--- config.mk ---
export PLATFORM = sky130hd
export DESIGN_NAME = csv_column_extractor_core_flat
export DESIGN_NICKNAME = d
export VERILOG_FILES = /design/src/rtl/csvx_pkg.sv /design/src/rtl/csvx_in_if.sv /design/src/rtl/csvx_out_if.sv /design/src/rtl/csvx_front.sv /design/src/rtl/csvx_queue.sv /design/src/rtl/csvx_back.sv /design/src/rtl/csv_column_extractor_core.sv /design/src/flat_wrapper.sv
export SDC_FILE = /design/constraint.sdc
export NUM_CORES = 1
export LEC_CHECK = 0
export BUFFER_PORTS_ARGS = -buffer_cell sky130_fd_sc_hd__buf_2
export CORE_MARGIN = 2
export CORE_UTILIZATION = 55
export DETAILED_ROUTE_END_ITERATION = 12
export HOLD_SLACK_MARGIN = 0.15
export PLACE_DENSITY = 0.75
export SETUP_SLACK_MARGIN = 0.3
export SKIP_LAST_GASP = 1
export SYNTH_ARGS = -nofsm -noshare
export SYNTH_HDL_FRONTEND = slang
export SYNTH_SLANG_ARGS = --single-unit
export TNS_END_PERCENT = 1
--- constraint.sdc ---
create_clock -name clk -period 6.88 [get_ports clk]
set_clock_uncertainty 0.2 [all_clocks]
set_input_delay 0.344 -clock clk [delete_from_list [all_inputs] [get_ports clk]]
set_output_delay 0.344 -clock clk [all_outputs]
set_load 0.005 [all_outputs]
--- src/rtl/csvx_pkg.sv ---
// ----------------------------------------------------------------------------
// csvx_pkg
// Types and constants shared by the CSV column extractor modules.
// ----------------------------------------------------------------------------
package csvx_pkg;

    // Characters with a meaning in CSV text
    localparam logic [7:0] CH_QUOTE = 8'h22;
    localparam logic [7:0] CH_COMMA = 8'h2C;
    localparam logic [7:0] CH_NL    = 8'h0A;

    // Configuration register indexes
    localparam int unsigned CFG_ADDR_W = 2;
    localparam logic [CFG_ADDR_W-1:0] REG_TARGET_COLUMN      = 2'd0;
    localparam logic [CFG_ADDR_W-1:0] REG_REPLACEMENT_BYTES  = 2'd1;
    localparam logic [CFG_ADDR_W-1:0] REG_REPLACEMENT_LENGTH = 2'd2;
    localparam int unsigned CFG_DATA_W = 32;

    // Job queue between parser and output sequencer
    localparam int unsigned QUEUE_DEPTH = 4;
    localparam int unsigned QUEUE_PTR_W = 2;

    typedef struct packed {
        logic [15:0] target_column;
        logic [31:0] replacement_bytes;
        logic [2:0]  replacement_length;
    } cfg_t;

    // What the back end has to send for one input item
    typedef enum logic [1:0] {
        JOB_BYTE,   // one byte, passed as is
        JOB_REPL,   // replacement run for a quoted newline
        JOB_ERR     // column missing error
    } job_kind_t;

    typedef struct packed {
        job_kind_t  kind;
        logic [7:0] data;
    } job_t;

    typedef struct packed {
        logic push;
        job_t job;
    } job_push_t;

endpackage

--- src/rtl/csvx_in_if.sv ---
// ----------------------------------------------------------------------------
// csvx_in_if
// Input channel: one raw CSV text byte per item.
// ----------------------------------------------------------------------------
interface csvx_in_if;
    logic       valid;
    logic       ready;
    logic [7:0] text_byte;

    modport source (output valid, output text_byte, input ready);
    modport sink   (input valid, input text_byte, output ready);
endinterface

--- src/rtl/csvx_out_if.sv ---
// ----------------------------------------------------------------------------
// csvx_out_if
// Output channel: one extracted byte and its flags per item.
// ----------------------------------------------------------------------------
interface csvx_out_if;
    logic       valid;
    logic       ready;
    logic [7:0] out_byte;
    logic       last_of_run;
    logic       column_missing;

    modport source (output valid, output out_byte, output last_of_run,
                    output column_missing, input ready);
    modport sink   (input valid, input out_byte, input last_of_run,
                    input column_missing, output ready);
endinterface

--- src/rtl/csvx_front.sv ---
// ----------------------------------------------------------------------------
// csvx_front
// Parser: takes one text byte per cycle while the job queue is not full,
// tracks quoting and the column, and queues a job for every byte that gives output.
// ----------------------------------------------------------------------------
module csvx_front
    import csvx_pkg::*;
#(
    parameter int unsigned COLUMN_BITS = 16
)
(
    input  logic             clk,
    input  logic             rst_n,
    input  cfg_t             cfg,
    csvx_in_if.sink          text_in,
    input  logic             queue_full,
    output job_push_t        job_push
);

    localparam int unsigned CMP_W = (COLUMN_BITS > 16) ? COLUMN_BITS : 16;

    logic                   inside_reg, inside_next;
    logic                   pending_reg, pending_next;
    logic                   halted_reg, halted_next;
    logic [COLUMN_BITS-1:0] column_reg, column_next;

    logic             accept;
    logic             emit;
    job_kind_t        kind;
    logic [7:0]       b;
    logic             in_str;
    logic             in_tgt;
    logic [CMP_W-1:0] col_ext;
    logic [CMP_W-1:0] tgt_ext;

    assign text_in.ready = !queue_full;
    assign accept        = text_in.valid && text_in.ready;
    assign b             = text_in.text_byte;
    assign col_ext       = CMP_W'(column_reg);
    assign tgt_ext       = CMP_W'(cfg.target_column);
    assign in_tgt        = (col_ext == tgt_ext);

    // Classify the byte and work out the next parser state
    always_comb
    begin
        inside_next  = inside_reg;
        pending_next = pending_reg;
        halted_next  = halted_reg;
        column_next  = column_reg;
        emit         = 1'b0;
        kind         = JOB_BYTE;
        in_str       = inside_reg;
        if (!halted_reg)
        begin
            if (pending_reg && (b == CH_QUOTE))
            begin
                // doubled quote: one literal quote, still in the string
                pending_next = 1'b0;
                emit         = in_tgt;
            end
            else
            begin
                // a pending quote closes the string before this byte
                in_str       = pending_reg ? 1'b0 : inside_reg;
                pending_next = 1'b0;
                inside_next  = in_str;
                unique case (b)
                    CH_QUOTE:
                    begin
                        if (in_str)
                            pending_next = 1'b1;
                        else
                            inside_next = 1'b1;
                    end
                    CH_COMMA:
                    begin
                        if (in_str)
                            emit = in_tgt;
                        else if (column_reg != {COLUMN_BITS{1'b1}})
                            column_next = column_reg + 1'b1;
                    end
                    CH_NL:
                    begin
                        if (in_str)
                        begin
                            emit = in_tgt && (cfg.replacement_length != 3'd0);
                            kind = JOB_REPL;
                        end
                        else if (tgt_ext > col_ext)
                        begin
                            halted_next = 1'b1;
                            emit        = 1'b1;
                            kind        = JOB_ERR;
                        end
                        else
                        begin
                            column_next = '0;
                            emit        = 1'b1;
                        end
                    end
                    default:
                    begin
                        emit = in_tgt;
                    end
                endcase
            end
        end
    end

    assign job_push.push     = accept && emit;
    assign job_push.job.kind = kind;
    assign job_push.job.data = b;

    // Parser state
    always_ff @(posedge clk or negedge rst_n)
    begin
        if (!rst_n)
        begin
            inside_reg  <= 1'b0;
            pending_reg <= 1'b0;
            halted_reg  <= 1'b0;
            column_reg  <= '0;
        end
        else if (accept)
        begin
            inside_reg  <= inside_next;
            pending_reg <= pending_next;
            halted_reg  <= halted_next;
            column_reg  <= column_next;
        end
    end

endmodule

--- src/rtl/csvx_queue.sv ---
// ----------------------------------------------------------------------------
// csvx_queue
// Small job FIFO that decouples the parser from the output sequencer.
// ----------------------------------------------------------------------------
module csvx_queue
    import csvx_pkg::*;
(
    input  logic      clk,
    input  logic      rst_n,
    input  job_push_t job_push,
    output logic      full,
    input  logic      pop,
    output logic      empty,
    output job_t      head
);

    job_t                   mem_reg [QUEUE_DEPTH];
    logic [QUEUE_PTR_W-1:0] wr_ptr_reg;
    logic [QUEUE_PTR_W-1:0] rd_ptr_reg;
    logic [QUEUE_PTR_W:0]   count_reg, count_next;
    logic                   do_push;
    logic                   do_pop;

    assign full    = (count_reg == (QUEUE_PTR_W+1)'(QUEUE_DEPTH));
    assign empty   = (count_reg == '0);
    assign do_push = job_push.push && !full;
    assign do_pop  = pop && !empty;
    assign head    = mem_reg[rd_ptr_reg];

    always_comb
    begin
        count_next = count_reg;
        if (do_push && !do_pop)
            count_next = count_reg + 1'b1;
        else if (!do_push && do_pop)
            count_next = count_reg - 1'b1;
    end

    // Storage
    always_ff @(posedge clk)
    begin
        if (do_push)
            mem_reg[wr_ptr_reg] <= job_push.job;
    end

    // Pointers and fill level
    always_ff @(posedge clk or negedge rst_n)
    begin
        if (!rst_n)
        begin
            wr_ptr_reg <= '0;
            rd_ptr_reg <= '0;
            count_reg  <= '0;
        end
        else
        begin
            if (do_push)
                wr_ptr_reg <= wr_ptr_reg + 1'b1;
            if (do_pop)
                rd_ptr_reg <= rd_ptr_reg + 1'b1;
            count_reg <= count_next;
        end
    end

endmodule

--- src/rtl/csvx_back.sv ---
// ----------------------------------------------------------------------------
// csvx_back
// Output sequencer: expands queued jobs into output items and holds them in
// the output register until taken.
// ----------------------------------------------------------------------------
module csvx_back
    import csvx_pkg::*;
#(
    parameter int unsigned MAX_REPLACEMENT = 4
)
(
    input  logic          clk,
    input  logic          rst_n,
    input  cfg_t          cfg,
    input  logic          empty,
    input  job_t          head,
    output logic          pop,
    csvx_out_if.source    result_out
);

    localparam int unsigned IDX_W = (MAX_REPLACEMENT > 1) ? $clog2(MAX_REPLACEMENT) : 1;

    logic [IDX_W-1:0] idx_reg, idx_next;
    logic             valid_reg;
    logic [7:0]       byte_reg;
    logic             last_reg;
    logic             missing_reg;

    logic       load;
    logic [3:0] idx4;
    logic [3:0] len4;
    logic [3:0] run_len;
    logic [7:0] item_byte;
    logic       item_last;
    logic       item_missing;

    assign load    = !empty && (!valid_reg || result_out.ready);
    assign idx4    = 4'(idx_reg);
    assign len4    = {1'b0, cfg.replacement_length};
    assign run_len = (len4 > 4'(MAX_REPLACEMENT)) ? 4'(MAX_REPLACEMENT) : len4;

    // Build the next item from the head job
    always_comb
    begin
        item_byte    = head.data;
        item_last    = 1'b1;
        item_missing = 1'b0;
        unique case (head.kind)
            JOB_ERR:
            begin
                item_byte    = 8'h00;
                item_missing = 1'b1;
            end
            JOB_REPL:
            begin
                // only four replacement bytes exist, the rest read as zero
                item_byte = (idx4 < 4'd4) ?
                            8'(cfg.replacement_bytes >> {idx4[1:0], 3'b000}) : 8'h00;
                item_last = (idx4 == (run_len - 4'd1));
            end
            default:
            begin
                item_byte = head.data;
            end
        endcase
    end

    assign pop = load && item_last;

    always_comb
    begin
        idx_next = idx_reg;
        if (load)
            idx_next = item_last ? '0 : IDX_W'(idx_reg + 1'b1);
    end

    // Position within a replacement run, output valid
    always_ff @(posedge clk or negedge rst_n)
    begin
        if (!rst_n)
        begin
            idx_reg   <= '0;
            valid_reg <= 1'b0;
        end
        else
        begin
            idx_reg <= idx_next;
            if (load)
                valid_reg <= 1'b1;
            else if (result_out.ready)
                valid_reg <= 1'b0;
        end
    end

    // Output payload
    always_ff @(posedge clk)
    begin
        if (load)
        begin
            byte_reg    <= item_byte;
            last_reg    <= item_last;
            missing_reg <= item_missing;
        end
    end

    assign result_out.valid          = valid_reg;
    assign result_out.out_byte       = byte_reg;
    assign result_out.last_of_run    = last_reg;
    assign result_out.column_missing = missing_reg;

endmodule

--- src/rtl/csv_column_extractor_core.sv ---
// ----------------------------------------------------------------------------
// csv_column_extractor_core
// CSV column extractor: passes the bytes of one column of CSV text, record
// newlines, and replacement bytes for newlines inside quoted strings.
// ----------------------------------------------------------------------------
// Usage:
//   text_in    : one raw text byte per item (valid/ready).
//   result_out : out_byte with last_of_run on the final item caused by an
//                input byte, column_missing on the one error item.
//   cfg_*      : register writes (target column, replacement bytes and
//                length), only while the block is idle.
// Timing: the parser takes one byte every cycle while the queue is not full;
//   an accepted byte is written to the job queue, then to the output register.
//   A plain byte gives one item and a quoted newline up to MAX_REPLACEMENT
//   items; the output sequencer sends one item per cycle while result_out.ready
//   is high, and the parser keeps running into a four-entry job queue.
// Reset: parser state, queue and output clear; registers go to column 0,
//   replacement 0x0A with length 1. After a column error all further input
//   is taken and dropped until reset.
// Stall: the output register holds while result_out.ready is low; the queue
//   fills, and text_in.ready drops once it holds four jobs.
// ----------------------------------------------------------------------------
module csv_column_extractor_core
    import csvx_pkg::*;
#(
    parameter int unsigned MAX_REPLACEMENT = 4,
    parameter int unsigned COLUMN_BITS     = 16
)
(
    input  logic                  clk,
    input  logic                  rst_n,
    csvx_in_if.sink               text_in,
    csvx_out_if.source            result_out,
    input  logic                  cfg_wr_en,
    input  logic [CFG_ADDR_W-1:0] cfg_addr,
    input  logic [CFG_DATA_W-1:0] cfg_wdata
);

    cfg_t      cfg_reg;
    job_push_t job_push;
    job_t      head;
    logic      queue_full;
    logic      queue_empty;
    logic      pop;

    // Configuration registers
    always_ff @(posedge clk or negedge rst_n)
    begin
        if (!rst_n)
        begin
            cfg_reg.target_column      <= 16'd0;
            cfg_reg.replacement_bytes  <= 32'd10;
            cfg_reg.replacement_length <= 3'd1;
        end
        else if (cfg_wr_en)
        begin
            unique case (cfg_addr)
                REG_TARGET_COLUMN:      cfg_reg.target_column      <= cfg_wdata[15:0];
                REG_REPLACEMENT_BYTES:  cfg_reg.replacement_bytes  <= cfg_wdata[31:0];
                REG_REPLACEMENT_LENGTH: cfg_reg.replacement_length <= cfg_wdata[2:0];
                default:                ;
            endcase
        end
    end

    csvx_front #(
        .COLUMN_BITS (COLUMN_BITS)
    ) u_front (
        .clk        (clk),
        .rst_n      (rst_n),
        .cfg        (cfg_reg),
        .text_in    (text_in),
        .queue_full (queue_full),
        .job_push   (job_push)
    );

    csvx_queue u_queue (
        .clk      (clk),
        .rst_n    (rst_n),
        .job_push (job_push),
        .full     (queue_full),
        .pop      (pop),
        .empty    (queue_empty),
        .head     (head)
    );

    csvx_back #(
        .MAX_REPLACEMENT (MAX_REPLACEMENT)
    ) u_back (
        .clk        (clk),
        .rst_n      (rst_n),
        .cfg        (cfg_reg),
        .empty      (queue_empty),
        .head       (head),
        .pop        (pop),
        .result_out (result_out)
    );

endmodule

--- src/flat_wrapper.sv ---
// flat-port wrapper written by rule: the top's interface ports become plain ports
module csv_column_extractor_core_flat import csvx_pkg::*;
#(
    parameter int unsigned MAX_REPLACEMENT = 4,
    parameter int unsigned COLUMN_BITS     = 16
)
  (clk, rst_n, cfg_wr_en, cfg_addr, cfg_wdata, text_in_valid, text_in_text_byte, text_in_ready, result_out_valid, result_out_out_byte, result_out_last_of_run, result_out_column_missing, result_out_ready);
  csvx_in_if text_in_i ();
  csvx_out_if result_out_i ();
  input  logic clk;
  input  logic rst_n;
  input  logic cfg_wr_en;
  input  logic [CFG_ADDR_W-1:0] cfg_addr;
  input  logic [CFG_DATA_W-1:0] cfg_wdata;
  input wire logic [$bits(text_in_i.valid)-1:0] text_in_valid;
  input wire logic [$bits(text_in_i.text_byte)-1:0] text_in_text_byte;
  output wire logic [$bits(text_in_i.ready)-1:0] text_in_ready;
  output wire logic [$bits(result_out_i.valid)-1:0] result_out_valid;
  output wire logic [$bits(result_out_i.out_byte)-1:0] result_out_out_byte;
  output wire logic [$bits(result_out_i.last_of_run)-1:0] result_out_last_of_run;
  output wire logic [$bits(result_out_i.column_missing)-1:0] result_out_column_missing;
  input wire logic [$bits(result_out_i.ready)-1:0] result_out_ready;
  assign text_in_i.valid = text_in_valid;
  assign text_in_i.text_byte = text_in_text_byte;
  assign text_in_ready = text_in_i.ready;
  assign result_out_valid = result_out_i.valid;
  assign result_out_out_byte = result_out_i.out_byte;
  assign result_out_last_of_run = result_out_i.last_of_run;
  assign result_out_column_missing = result_out_i.column_missing;
  assign result_out_i.ready = result_out_ready;
  csv_column_extractor_core #(.MAX_REPLACEMENT(MAX_REPLACEMENT), .COLUMN_BITS(COLUMN_BITS)) u_core (.clk(clk), .rst_n(rst_n), .text_in(text_in_i), .result_out(result_out_i), .cfg_wr_en(cfg_wr_en), .cfg_addr(cfg_addr), .cfg_wdata(cfg_wdata));
endmodule
==> results of run 1 <==
[final cells by class]
type,instances,area share
flip-flops and latches,130,0.458
multi-input cells,275,0.328
repair buffers,110,0.105
clock buffers,17,0.0541
well taps,140,0.0229
clock inverters,15,0.0206
inverters,24,0.0118
[cells in the final DEF (no fill, tap or decap), drive strengths merged, types with 3 or more instances in the layout]
cell	synthesis	routed
nor2b	3	3
a21oi	20	20
clkbuf	7	17
nor2	7	7
and4	3	3
or4	4	4
nor3	8	8
and3	4	4
nand4	11	11
nand2	20	20
inv	24	28
buf	6	63
nor3b	4	4
xnor2	5	5
dfstp	3	3
o21ai	15	15
dlygate4sd3	0	47
and2	6	6
nand2b	5	5
mux4	18	18
edfxtp	50	50
clkinv	0	7
xor2	4	4
mux2	52	52
ha	25	25
a31o	4	4
a22o	13	13
nand3	11	11
or3	3	3
dfrtp	77	77
o31ai	6	6
[power by group through the flow]
stage / Clock [mW] / Sequential [mW] / Combinational, mW
6_report: 0.868 / 1.01 / 0.397
5_1_grt: 0.921 / 1.03 / 0.436
4_1_cts: 0.877 / 1.01 / 0.394
3_5_place_dp: 0 / 1.02 / 0.371
3_3_place_gp: 0 / 1.02 / 0.356
2_1_floorplan: 0 / 0.984 / 0.272
[cell families after synthesis]
kind of cell	Yosys count
and+or+nand+nor	99
muxes	71
adders and majority gates	26
buffers and inverters	37
AOI/OAI and AO/OA	70
xor gates and xnor gates	9
DFF	130
[final timing paths]
kind	start	endpoint
worst max-delay path	u_core.u_front.col_ext[15]	u_core.u_queue.count_reg[2]
worst min-delay path	u_core.u_queue.count_reg[2]	u_core.u_queue.count_reg[2]
worst max register to register	u_core.u_front.col_ext[15]	u_core.u_queue.count_reg[2]
worst min register to register	u_core.u_queue.count_reg[2]	u_core.u_queue.count_reg[2]
max in group asynchronous	rst_n	u_core.cfg_reg[26]
min in group asynchronous	rst_n	u_core.u_front.col_ext[5]
[through the flow]
step,cells,utilization,area [um^2]
after CTS,711,0.703,7650
after detailed placement,632,0.607,6610
after global placement,632,0.607,6610
final,711,0.703,7650
after global routing,711,0.703,7650
after floorplan,442,-,6150
[critical path, stage by stage (launching register included)]
cell and delay, ps:
dfrtp_1 380, inv_1 100, ha_1 300, nand4_1 130
or4_1 580, nor2_1 330, o31ai_1 160, a21oi_2 320
ha_1 250, inv_1 60, fa_1 390, xor2_1 160
nor2_1 120, xor2_1 160
[per-layer routing]
metal,vias up,track usage,share of wire
met1,2087,0.326,0.42
met5,-,0,0
met3,29,0.0699,0.060
met2,151,0.400,0.49
met4,0,0.127,0.031
li1,1919,-,-
[what timing repair did]
item,4_1_cts,5_1_grt
gates resized for setup,0,0
hold buffers,47,0
hold endpoints to repair,165,0
==> flow_metrics.tcl, run 1 <==
set metrics [dict create \
    seq_area_um2 3510 \
    die_h_um 110 \
    design.core.area_um2 10900 \
    syn-instance-count 442 \
    die-width_um 110 \
    cts.sinks 130 \
    port_buffers 58 \
    grt_max_degree 81 \
    finalSetupViolCount 0 \
    crit_type "flip-flop to flip-flop" \
    setup_ws_ps 3160 \
    wire_per_inst_um 19.7 \
    timing.max_cap.violations 0 \
    clk_pin_slew_worst_paths_ps 60 \
    clk_latency_ps 530 \
    cts_tree "yes" \
    dpl.hpwl_um 9090 \
    root_buffer "clkbuf_8" \
    status "complete, no violations" \
    num_rows 38 \
    syn_to_final_growth_pct 24.4 \
    peakVddDrop_v 0.000262 \
    grt_pass1_vias 4345 \
    nFillCells 709 \
    grt_overflow_total 0 \
    holdWs_ps 307 \
    setup_tns_ps 0 \
    power.density_nw_per_um2 298 \
    ys_ff_latch 130 \
    finalCriticalPeriod_ps 3720 \
    wl_um 14000 \
    p_sw_mw 0.607 \
    rsz0062_at_grt "no" \
    grt_pass1_wl_um 22100 \
    swShare 0.266 \
    pwr-share-comb 0.174 \
    hold_violations 0 \
    syn_avg_cell_area_um2 13.9 \
    power_mw 2.28 \
    p_leak_nw 3.14 \
    grtUsageTotal 0.255 \
    relSlewSlack 0.329 \
    r2r_cells 13 \
    drc 0 \
    clockPowerShare 0.381 \
    cts_buffers 17 \
    io_pins 59 \
    synthSimpleGateAreaFrac 0.0980 \
    synth_ff_type "dfrtp_1" \
    finalWeightedCongestion 0.888 \
    multi_input_area_um2 2510 \
    synth_top_family_by_area "multiplexers" \
    start_util 0.565 \
    synth_area_leaders "dfrtp_1 (31%), edfxtp_1 (24%), mux2_2 (9.3%)" \
    yosysWarningCount 0 \
    seqPwrFrac 0.445 \
    synthAdderAreaFrac 0.0541 \
    hold_class "flip-flop to flip-flop" \
    antenna_found_initial 0 \
    synth_compound_area_frac 0.0789 \
    cts_setup_buffers 0 \
    crit_arrival_ps 3970 \
    yosysSeqAreaShare 0.570 \
    post_drt_via_cell_ratio 5.89 \
    nets 631 \
    largest_reg_flops 51 \
    synth.mux.area_fraction 0.163 \
    slew_violations 0 \
    dieArea_um2 12000 \
    ys_async_sr_fraction 0.615 \
    critPathLaunchType "flip-flop" \
    syn_area_um2 6150 \
    synth_xor_area_frac 0.0128 \
    clk_path_buf_depth 2 \
    ant_nets 0 \
    synth_top_area_frac 0.313 \
    h-tree-depth 4 \
    synth_commonest_cells "dfrtp_1 (77), mux2_2 (51), edfxtp_1 (50)" \
    yosysMostFrequentCell "dfrtp_1" \
    min_path_cells 1 \
    critPathCaptureType "flip-flop" \
    cp.required_ps 7130 \
    synth_nets 515 \
    drt_iter0_drc 288 \
    tightest_slew_ps 1010 \
    p_int_mw 1.67 \
    yosys.cell_types.count 56 \
    period_share 0.541 \
    critPathMaxFanout 7 \
    drt_first_pass_iters 5 \
    r2r_slack_ps 3160 \
    post-place-ws_ps 3170 \
    vias 4186 \
    diodes 0 \
    yosys.area.top_type "dfrtp_1" \
    synth-edff-count 50 \
    max_freq_mhz 269 \
    drive_above_1_share 0.312 \
]
No activity file was read; power rests on OpenSTA's default activity.
==> run 2: changes to the inputs <==
==> constraint.sdc (replaced) <==
create_clock -name clk -period 3.6 [get_ports clk]
set_clock_uncertainty 0.2 [all_clocks]
set_input_delay 0.18 -clock clk [delete_from_list [all_inputs] [get_ports clk]]
set_output_delay 0.18 -clock clk [all_outputs]
set_load 0.005 [all_outputs]
==> flow_metrics.tcl, run 2 (synthesis gave the netlist of run 1 again) <==
set metrics [dict create \
    hold_class "input pin to async pin" \
    crit_type "flip-flop to flip-flop" \
    final_common_cell "dfrtp_1" \
    grt_overflow_total 0 \
    power_mw 4.35 \
    max_freq_mhz 312 \
    port_buffers 58 \
    critPathMaxFanout 4 \
    status "complete, no violations" \
    drt_iter0_drc 350 \
    multi_input_area_um2 2540 \
    hold_violations 0 \
    vias 4167 \
    period_share 0.891 \
    fin_cells 727 \
    grtUsageTotal 0.253 \
    seq_area_um2 3510 \
    tightest_slew_ps 1020 \
    syn_to_final_growth_pct 26.9 \
    h-tree-depth 4 \
    drt_first_pass_iters 5 \
    r2r_slack_ps 390 \
    dpl.hpwl_um 9270 \
    cp.required_ps 3850 \
    wl_um 14100 \
    peakVddDrop_v 0.000588 \
    finalWeightedCongestion 0.887 \
    antenna_found_initial 0 \
    critPathCaptureType "flip-flop" \
    start_util 0.565 \
    die_h_um 110 \
    postLayoutCoreUtil 0.717 \
    nets 647 \
    num_rows 38 \
    timing.max_cap.violations 0 \
    finalCriticalPeriod_ps 3210 \
    clk_path_buf_depth 2 \
    setup_ws_ps 393 \
    relSlewSlack 0.318 \
    critPathLaunchType "flip-flop" \
    slew_violations 0 \
    most-common-layout-cells "dfrtp_1 (74), buf_2 (57), mux2_2 (51), dlygate4sd3_1 (50), edfxtp_1 (50)" \
    root_buffer "clkbuf_8" \
    grt_max_degree 81 \
    dieArea_um2 12000 \
    post-place-ws_ps 275 \
    grt_pass1_vias 4286 \
    crit_arrival_ps 3460 \
    p_leak_nw 3.22 \
    nFillCells 712 \
    wire_per_inst_um 19.4 \
    setup_tns_ps 0 \
    r2r_end "u_core.u_queue.count_reg[2]" \
    cts_buffers 17 \
    r2r-start "u_core.u_front.col_ext[9]" \
    clk_latency_ps 530 \
    r2r_cells 13 \
    die-width_um 110 \
    grt_pass1_wl_um 22100 \
    drive_above_1_share 0.341 \
    io_pins 59 \
    drc 0 \
    cts_tree "yes" \
    power.density_nw_per_um2 557 \
    design.core.area_um2 10900 \
    clk_pin_slew_worst_paths_ps 60 \
    largest_reg_flops 51 \
    ant_nets 0 \
    cts.sinks 130 \
    dp.cells 640 \
    rsz0062_at_grt "no" \
    post_drt_via_cell_ratio 5.73 \
    finalSetupViolCount 0 \
    diodes 0 \
]
-- run 2: cell types whose count changed in the layout (fill, tap and decap cells not counted), moves of 3 or more --
cell | before | now
buf_4 | 6 | 19
dfrtp_1 | 77 | 74
dfrtp_2 | 0 | 3
dlygate4sd3_1 | 47 | 50
-- run 2: timing repair --
action	CTS	global route
pin swaps	1	6
hold endpoints to repair	188	0
hold buffers	50	0
cloned	0	0
endpoints found under the setup margin	1	42
buffers inserted	1	4
resized for setup	1	10
-- run 2: layout make-up --
cell class / count / share of cell area
inverters: 24 / 0.0115
repair buffers: 126 / 0.119
multi-input cells: 275 / 0.326
well taps: 140 / 0.0225
clock inverters: 13 / 0.0175
flip-flops and latches: 130 / 0.450
clock buffers: 19 / 0.0540
-- run 2: routing by layer --
metal / global-route usage / routed length, um
met1: 0.342 / 6230
met2: 0.389 / 6840
met3: 0.0599 / 692
met4: 0.120 / 320
met5: 0 / 0
-- run 2: worst max-delay path, stage by stage, from the launching register on --
cell	delay, ps
dfrtp_1	380
inv_1	90
ha_1	300
nand4_1	130
or4_4	570
nor2_4	140
o31ai_1	100
a21oi_2	160
ha_2	210
inv_1	60
fa_2	330
xor2_1	150
nor2_1	150
xor2_1	170
-- run 2: per-stage QoR --
stage          hold WS (ps)  cell area (um^2)
2_1_floorplan          -316              6150
3_3_place_gp            178              6670
3_5_place_dp            199              6670
4_1_cts                 171              7740
5_1_grt                 185              7800
6_report                156              7800
-- run 2: worst max-delay path by stage --
stage / from / to / slack [ps] / depth (start not counted)
6_report: u_core.u_front.col_ext[9] / u_core.u_queue.count_reg[2] / 390 / 13
4_1_cts: u_core.u_front.col_ext[10] / u_core.u_queue.count_reg[2] / 300 / 13
3_3_place_gp: u_core.u_front.col_ext[10] / u_core.u_queue.count_reg[2] / 420 / 13
3_5_place_dp: u_core.u_front.col_ext[10] / u_core.u_queue.count_reg[2] / 270 / 13
5_1_grt: u_core.u_front.col_ext[9] / u_core.u_queue.count_reg[2] / 290 / 13
2_1_floorplan: u_core.u_front.col_ext[15] / u_core.u_queue.count_reg[2] / 310 / 13
-- run 2: where the power goes --
| group | switching, mW | internal (mW) | total [mW] |
|---|---|---|---|
| registers | 0.139 | 1.77 | 1.91 |
| logic | 0.358 | 0.465 | 0.823 |
| clock network | 0.637 | 0.983 | 1.62 |
==> run 3: changes to the inputs <==
--- a/config.mk
+++ b/config.mk
@@ -6,9 +6,9 @@
 export NUM_CORES = 1
 export LEC_CHECK = 0
 export BUFFER_PORTS_ARGS = -buffer_cell sky130_fd_sc_hd__buf_2
-export CORE_MARGIN = 2
 export CORE_UTILIZATION = 55
 export DETAILED_ROUTE_END_ITERATION = 12
+export GPL_ROUTABILITY_DRIVEN = 0
 export HOLD_SLACK_MARGIN = 0.15
 export PLACE_DENSITY = 0.75
 export SETUP_SLACK_MARGIN = 0.3
==> flow_metrics.tcl, run 3 (synthesis gave the netlist of run 1 again) <==
set metrics [dict create \
    io_pins 59 \
    grt_pass1_vias 4365 \
    clk_pin_slew_worst_paths_ps 60 \
    wire_per_inst_um 19.5 \
    finalSetupViolCount 0 \
    crit_arrival_ps 3340 \
    root_buffer "clkbuf_8" \
    status "complete, no violations" \
    setup_tns_ps 0 \
    r2r-start "u_core.u_front.col_ext[9]" \
    power_mw 4.39 \
    peakVddDrop_v 0.000592 \
    drive_above_1_share 0.345 \
    nets 645 \
    clk_latency_ps 530 \
    clk_path_buf_depth 2 \
    drt_first_pass_iters 5 \
    grtUsageMet3 0.0605 \
    port_buffers 58 \
    hold_class "input pin to async pin" \
    grt_max_degree 81 \
    design.core.area_um2 10900 \
    grtUsageTotal 0.267 \
    tightest_slew_ps 1040 \
    diodes 0 \
    p_leak_nw 3.23 \
    slew_violations 0 \
    syn_to_final_growth_pct 27.1 \
    most-common-layout-cells "dfrtp_1 (74), buf_2 (57), mux2_2 (51), edfxtp_1 (50), dlygate4sd3_1 (48)" \
    gr-usage-met1 0.348 \
    finalCriticalPeriod_ps 3130 \
    grt_pass1_wl_um 22400 \
    die-width_um 108 \
    drt_iter0_drc 205 \
    cp.required_ps 3810 \
    r2r_end "u_core.u_queue.count_reg[2]" \
    vias 4177 \
    r2r_cells 13 \
    ant_nets 0 \
    wl_um 14100 \
    antenna_found_initial 0 \
    h-tree-depth 4 \
    crit_type "input pin to flip-flop" \
    drc 0 \
    period_share 0.870 \
    die_h_um 108 \
    max_freq_mhz 319 \
    grt_overflow_total 0 \
    dpl.hpwl_um 9320 \
    start_util 0.565 \
    r2r_slack_ps 500 \
    cts.sinks 130 \
    grt_use_met2 0.434 \
    largest_reg_flops 51 \
    critPathCaptureType "flip-flop" \
    post_drt_via_cell_ratio 5.76 \
    rsz0062_at_grt "no" \
    final_common_cell "dfrtp_1" \
    timing.max_cap.violations 0 \
    num_rows 38 \
    relSlewSlack 0.305 \
    holdWs_ps 186 \
    cts_tree "yes" \
    power.density_nw_per_um2 562 \
    critPathLaunchType "input pin" \
    hold_violations 0 \
    critPathMaxFanout 6 \
    grt-busiest-layer "met2" \
    dieArea_um2 11600 \
    cts_buffers 17 \
]
==> run 3: cell count changes in the layout (fill, tap and decap cells not counted) <==
cell / before / now
bufinv_16: 2 / 1
clkbuf_16: 16 / 18
clkbuf_8: 1 / 2
clkinv_1: 1 / 0
clkinv_4: 2 / 1
clkinvlp_4: 3 / 1
dlygate4sd3_1: 50 / 48
ha_1: 23 / 22
ha_4: 1 / 2
inv_4: 0 / 1
inv_6: 2 / 3
==> run 3: where the power goes <==
part           switching [mW]  internal [mW]
logic                   0.358          0.461
clock network           0.644           1.02
registers               0.140           1.77
==> run 3: final cells by class <==
type | instances | area [um^2]
Multi-Input combinational cell | 275 | 2550
Tap cell | 140 | 175
Clock inverter | 10 | 93.8
Timing Repair Buffer | 124 | 908
Sequential cell | 130 | 3510
Inverter | 24 | 90.1
Fill cell | 706 | 3070
Clock buffer | 22 | 485
==> run 3: worst max path at each step <==
stage,cells past startpoint,start,end
detailed placement,13,u_core.u_front.col_ext[10],u_core.u_queue.count_reg[2]
finish,11,text_in_text_byte[4],u_core.u_queue.count_reg[1]
global route,13,u_core.u_front.col_ext[5],u_core.u_queue.count_reg[2]
floorplan,13,u_core.u_front.col_ext[15],u_core.u_queue.count_reg[2]
CTS,13,u_core.u_front.col_ext[10],u_core.u_queue.count_reg[2]
global placement,13,u_core.u_front.col_ext[10],u_core.u_queue.count_reg[2]
==> run 3: what timing repair did <==
action,4_1_cts,5_1_grt
gates resized for setup,1,11
buffers inserted,0,5
endpoints found under the setup margin,1,42
pin swaps,0,7
hold buffers,48,0
hold endpoints to repair,184,0
==> run 3: worst max-delay path: stages <==
cell and delay, ps:
dlygate4sd3_1 540, buf_2 150, or4b_4 570, nor4_4 430, nor3_1 90, o31ai_1 310
a21oi_2 110, ha_2 210, inv_1 70, fa_2 420, mux2_2 260
==> run 3: layer usage <==
| metal | share of wire | vias up |
|---|---|---|
| li1 | - | 1942 |
| met1 | 0.43 | 2093 |
| met2 | 0.51 | 117 |
| met3 | 0.042 | 25 |
| met4 | 0.025 | 0 |
| met5 | 0 | - |
==> run 3: through the flow <==
stage | instance area [um^2] | util | worst slack [ps] | cells
2_1_floorplan | 6150 | - | 314 | 442
3_3_place_gp | 6670 | 0.613 | 400 | 640
3_5_place_dp | 6670 | 0.613 | 281 | 640
4_1_cts | 7730 | 0.710 | 301 | 720
5_1_grt | 7820 | 0.718 | 325 | 725
6_report | 7820 | 0.718 | 468 | 725
